`src/rtl/core/qes_pkg.sv`:
```
// Shared types and constants for the quadratic equation solver.
// No dependencies.
package qes_pkg;

  localparam int DataWidth = 32;
  localparam int FracBits  = 16;
  localparam int WideWidth = 2 * DataWidth + 4;
  localparam int SqrtWidth = DataWidth + 2;
  localparam int MagWidth  = DataWidth + 2;
  localparam int QuoWidth  = MagWidth + FracBits;

  typedef enum logic [2:0] {
    CLS_DEG_HIGH = 3'd0,
    CLS_ALL      = 3'd1,
    CLS_NONE     = 3'd2,
    CLS_LINEAR   = 3'd3,
    CLS_DOUBLE   = 3'd4,
    CLS_TWO_REAL = 3'd5,
    CLS_COMPLEX  = 3'd6
  } sol_class_t;

  // One division job: sign, numerator magnitude, divisor.
  typedef struct packed {
    logic                        neg;
    logic [MagWidth-1:0]         mag;
    logic [DataWidth:0]          den_mag;
  } div_job_t;

  // Tag carried alongside the data through the pipeline.
  typedef struct packed {
    sol_class_t                  cls;
    logic                        use_r1;
    logic                        use_r2;
  } tag_t;

endpackage

```
`src/rtl/core/qes_sqrt_stage.sv`:
```
// One stage of the restoring square root, one result bit per stage.
// Depends on qes_pkg.
module qes_sqrt_stage (
  input  logic                         clk,
  input  logic                         en,
  input  logic [5:0]                   bit_idx,
  input  logic [qes_pkg::WideWidth-1:0] rem_i,
  input  logic [qes_pkg::SqrtWidth-1:0] root_i,
  output logic [qes_pkg::WideWidth-1:0] rem_r,
  output logic [qes_pkg::SqrtWidth-1:0] root_r
);
  // rem holds d - root^2; trial adds bit b: (2*root + 2^b) * 2^b.
  logic [qes_pkg::WideWidth-1:0] trial;
  logic [qes_pkg::WideWidth-1:0] rem_nxt;
  logic [qes_pkg::SqrtWidth-1:0] root_nxt;

  always_comb begin
    trial = ((qes_pkg::WideWidth'(root_i) << 1) | (qes_pkg::WideWidth'(1) << bit_idx))
            << bit_idx;
    if (trial <= rem_i) begin
      rem_nxt  = rem_i - trial;
      root_nxt = root_i | (qes_pkg::SqrtWidth'(1) << bit_idx);
    end else begin
      rem_nxt  = rem_i;
      root_nxt = root_i;
    end
  end

  always_ff @(posedge clk) begin
    if (en) begin
      rem_r  <= rem_nxt;
      root_r <= root_nxt;
    end
  end
endmodule

```
`config.mk`:
```
export PLATFORM = sky130hd
export DESIGN_NAME = qes_sqrt_stage
export DESIGN_NICKNAME = d
export VERILOG_FILES = /design/src/rtl/core/qes_pkg.sv /design/src/rtl/core/qes_sqrt_stage.sv
export SDC_FILE = /design/constraint.sdc
export NUM_CORES = 1
export LEC_CHECK = 0
export BUFFER_PORTS_ARGS = -buffer_cell sky130_fd_sc_hd__buf_2
export CAP_MARGIN = 20
export CORE_ASPECT_RATIO = 0.8
export CORE_UTILIZATION = 50
export DETAILED_ROUTE_END_ITERATION = 12
export PLACE_DENSITY = 0.84
export REMOVE_ABC_BUFFERS = 1
export SLEW_MARGIN = 10
export SYNTH_ARGS = -nofsm -noshare
export SYNTH_HDL_FRONTEND = slang
export SYNTH_SLANG_ARGS = --single-unit
```
`constraint.sdc`:
```
create_clock -name clk -period 5.7 [get_ports clk]
set_input_delay 0.57 -clock clk [delete_from_list [all_inputs] [get_ports clk]]
set_output_delay 0.57 -clock clk [all_outputs]
set_load 0.02 [all_outputs]
```
==> out/qor.txt <==
WHS - 0.499 ns
Setup TNS - 0 ns
Vias - 12200
Core area - 21700 um2
Rel. slew slack - 47.5%
Peak VDD IR - 0.149 mV
Pleak - 5.91 nW
Setup violations, final - 0
Clock Tree Buf Depth - 2
DR iter-0 viols - 1286
Clock transition at path regs - 0.08 ns
Max Slew Vio Count - 0
CTS tree - done
Fill count - 1882
CP startpoint kind - primary input
CP Class - primary input to flip-flop
Vias per cell - 6.23
Total Routing Usage GR - 33.2%
Synth Instances - 1374
Fin. Hold Viols - 0
Top cell type's share of synthesized area - 27.5%
Worst Hold Path Cells - 2
Critical Path RT - 5.93 ns
I/O pin total - 212
DP Wirelength - 31400 um
Crit path capture type - flip-flop
DR DRC count - 0
# diodes - 0
Min Tclk post-route - 5.43 ns
Post-synthesis cell type count - 87
YS warnings - 0
Tcrit/Tclk final - 95.3%
Dominant cells by area after synthesis - edfxtp_1 28%, ha_1 7.6%, nand2_1 7.2%
Non-Filler Instances - 1953
First-pass GRT wire length - 58800 um
#FFs+latches synth - 102
F_max - 184 MHz
TritonCTS Buffers - 9
Crit-path max FO - 17
FFs w/ async S/R, synth - 0%
Avg Inst Size Synth - 8.10 um2
Main synth FF type - edfxtp_1
H-tree depth - 3
Vias in the first global route - 11000
Die ar. - 22900 um2
Total Wirelength - 38800 um
Nets - 1829
CP Data Arrival Time - 5.67 ns
Drt wl/cell - 19.9 um
Most frequent cells in the layout - 213 x nand2_1, 210 x buf_2, 142 x a21oi_1, 142 x buf_4, 102 x edfxtp_1
Die Y-Extent - 135 um
Power per cell area - 252 nW/um2
Total Power - 3.44 mW
Grt ovf - 0
Placer Congestion - 1.00
DR pass1 iterations - 5
Share of cells above drive strength 1 - 26.3%
Status - finished, final reports clean
Die X - 169 um
Final Util - 62.8%
Placed Instances - 1931
CTS root buf - clkbuf_16
Cell row count - 48
Max_cap viols - 0
Cell area after synthesis - 11100 um2
Hold crit path type - primary input to flip-flop
Commonest non-fill, non-tap cell in the layout - nand2_1
Input/output buffers - 211
Synth area leader - edfxtp_1
Pin count of the biggest net entering global routing - 66
Initial antenna violation count - 0
Count of clock tree sinks - 102
Initial Utilization - 51.3%
Post-synthesis sequential area ratio - 27.5%
Worst slew pin tran - 0.781 ns
DRT antenna net count - 0
RSZ-0062 raised after global routing - yes
Post-synth EDFFs - 102
Area grow syn2layout - 22.4%
Post-CTS Hold Buffers - 0
==> routing by layer <==
layer	wire [um]	up-vias	part of all wire (%)	GRT usage, %
met2	16800	777	43	51.3
met1	16900	5629	43	46.6
met5	0	-	0	0
li1	-	5659	-	-
met3	3850	97	9.9	5.14
met4	1350	0	3.5	13.3
==> synth_stat cells (7+ instances only) <==
cell type,n
ha_1,68
a21oi_1,142
o21a_1,8
a22oi_1,18
nor2b_1,16
nand4_1,22
o21ai_0,67
o21bai_1,13
xnor2_1,34
nor4_1,8
edfxtp_1,102
inv_1,27
a211oi_1,24
buf_1,13
o22ai_1,10
clkbuf_1,44
a31oi_1,18
nor2_1,92
mux2_2,10
mux4_2,15
o21ai_1,75
nand2b_1,16
buf_2,27
a21o_1,59
and2_1,9
nand3_1,14
mux2i_1,47
nand2_1,213
xor2_1,29
o211ai_1,7
nor3_1,21
==> path summary, 6_finish.rpt <==
| path | startpoint | slack (ns) | endpoint |
|---|---|---|---|
| max | bit_idx[1] | 0.27 | root_r[1] |
| min | root_i[4] | 0.50 | root_r[4] |
==> cell families after synthesis <==
logic type	Yosys count	share of synthesized area, %
AOI/OAI and AO/OA	495	27.5
xor gates and xnor gates	63	4.96
adders and majority gates	69	7.83
buffers and inverters	120	4.76
DFF	102	27.5
muxes	74	8.48
and+or+nand+nor	451	18.9
==> sequential cells by signal (all words and copies together), names as in the netlist <==
| register | count |
|---|---|
| rem_r | 68 |
| root_r | 34 |
==> worst max-delay path, stage by stage <==
cell and delay (ns):
buf_2 0.20, buf_12 0.19, nor4bb_1 0.36, buf_4 0.22, a21oi_1 0.06, a21oi_1 0.22, mux2i_1 0.16, mux2i_2 0.30
mux2i_1 0.16, o22ai_1 0.24, nand2_1 0.11, ha_1 0.36, and2_1 0.19, nand3_1 0.14, nor2_1 0.14, nand2_1 0.11
nor4_1 0.45, buf_4 0.21, a31oi_1 0.09, o21ai_1 0.21, buf_4 0.16, nor2_4 0.04, buf_4 0.17, buf_4 0.14
nor3_4 0.27, a21o_1 0.18
==> cell type report <==
| type | instances | area (um2) | area share [%] |
|---|---|---|---|
| clock buffer | 9 | 225 | 1.65 |
| clock inverter | 5 | 60.1 | 0.441 |
| inverter | 29 | 109 | 0.799 |
| multi-input combinational | 1152 | 7590 | 55.7 |
| sequential | 102 | 3060 | 22.5 |
| tap | 300 | 375 | 2.76 |
| timing repair buffer | 356 | 2200 | 16.1 |
==> per-stage QoR <==
stage | worst slack [ns] | instance area, um2
floorplan | -1.16 | 10700
global route | -0.0693 | 13600
detailed placement | -0.222 | 13200
CTS | 0.136 | 13500
global placement | -0.151 | 13200
finish | 0.267 | 13600
==> timing repair <==
item,CTS,global route
setup endpoints to repair,0,70
resized for setup,0,10
setup buffers,0,8
==> report_power, final <==
| part | leakage, nW | total [mW] | internal, mW | switching, mW |
|---|---|---|---|---|
| logic | 4.77 | 1.79 | 0.697 | 1.09 |
| registers | 0.996 | 1.01 | 0.986 | 0.0281 |
| clock network | 0.140 | 0.634 | 0.339 | 0.295 |
| total | 5.91 | 3.44 | 2.02 | 1.41 |
No activity file was read; power rests on OpenSTA's default activity.
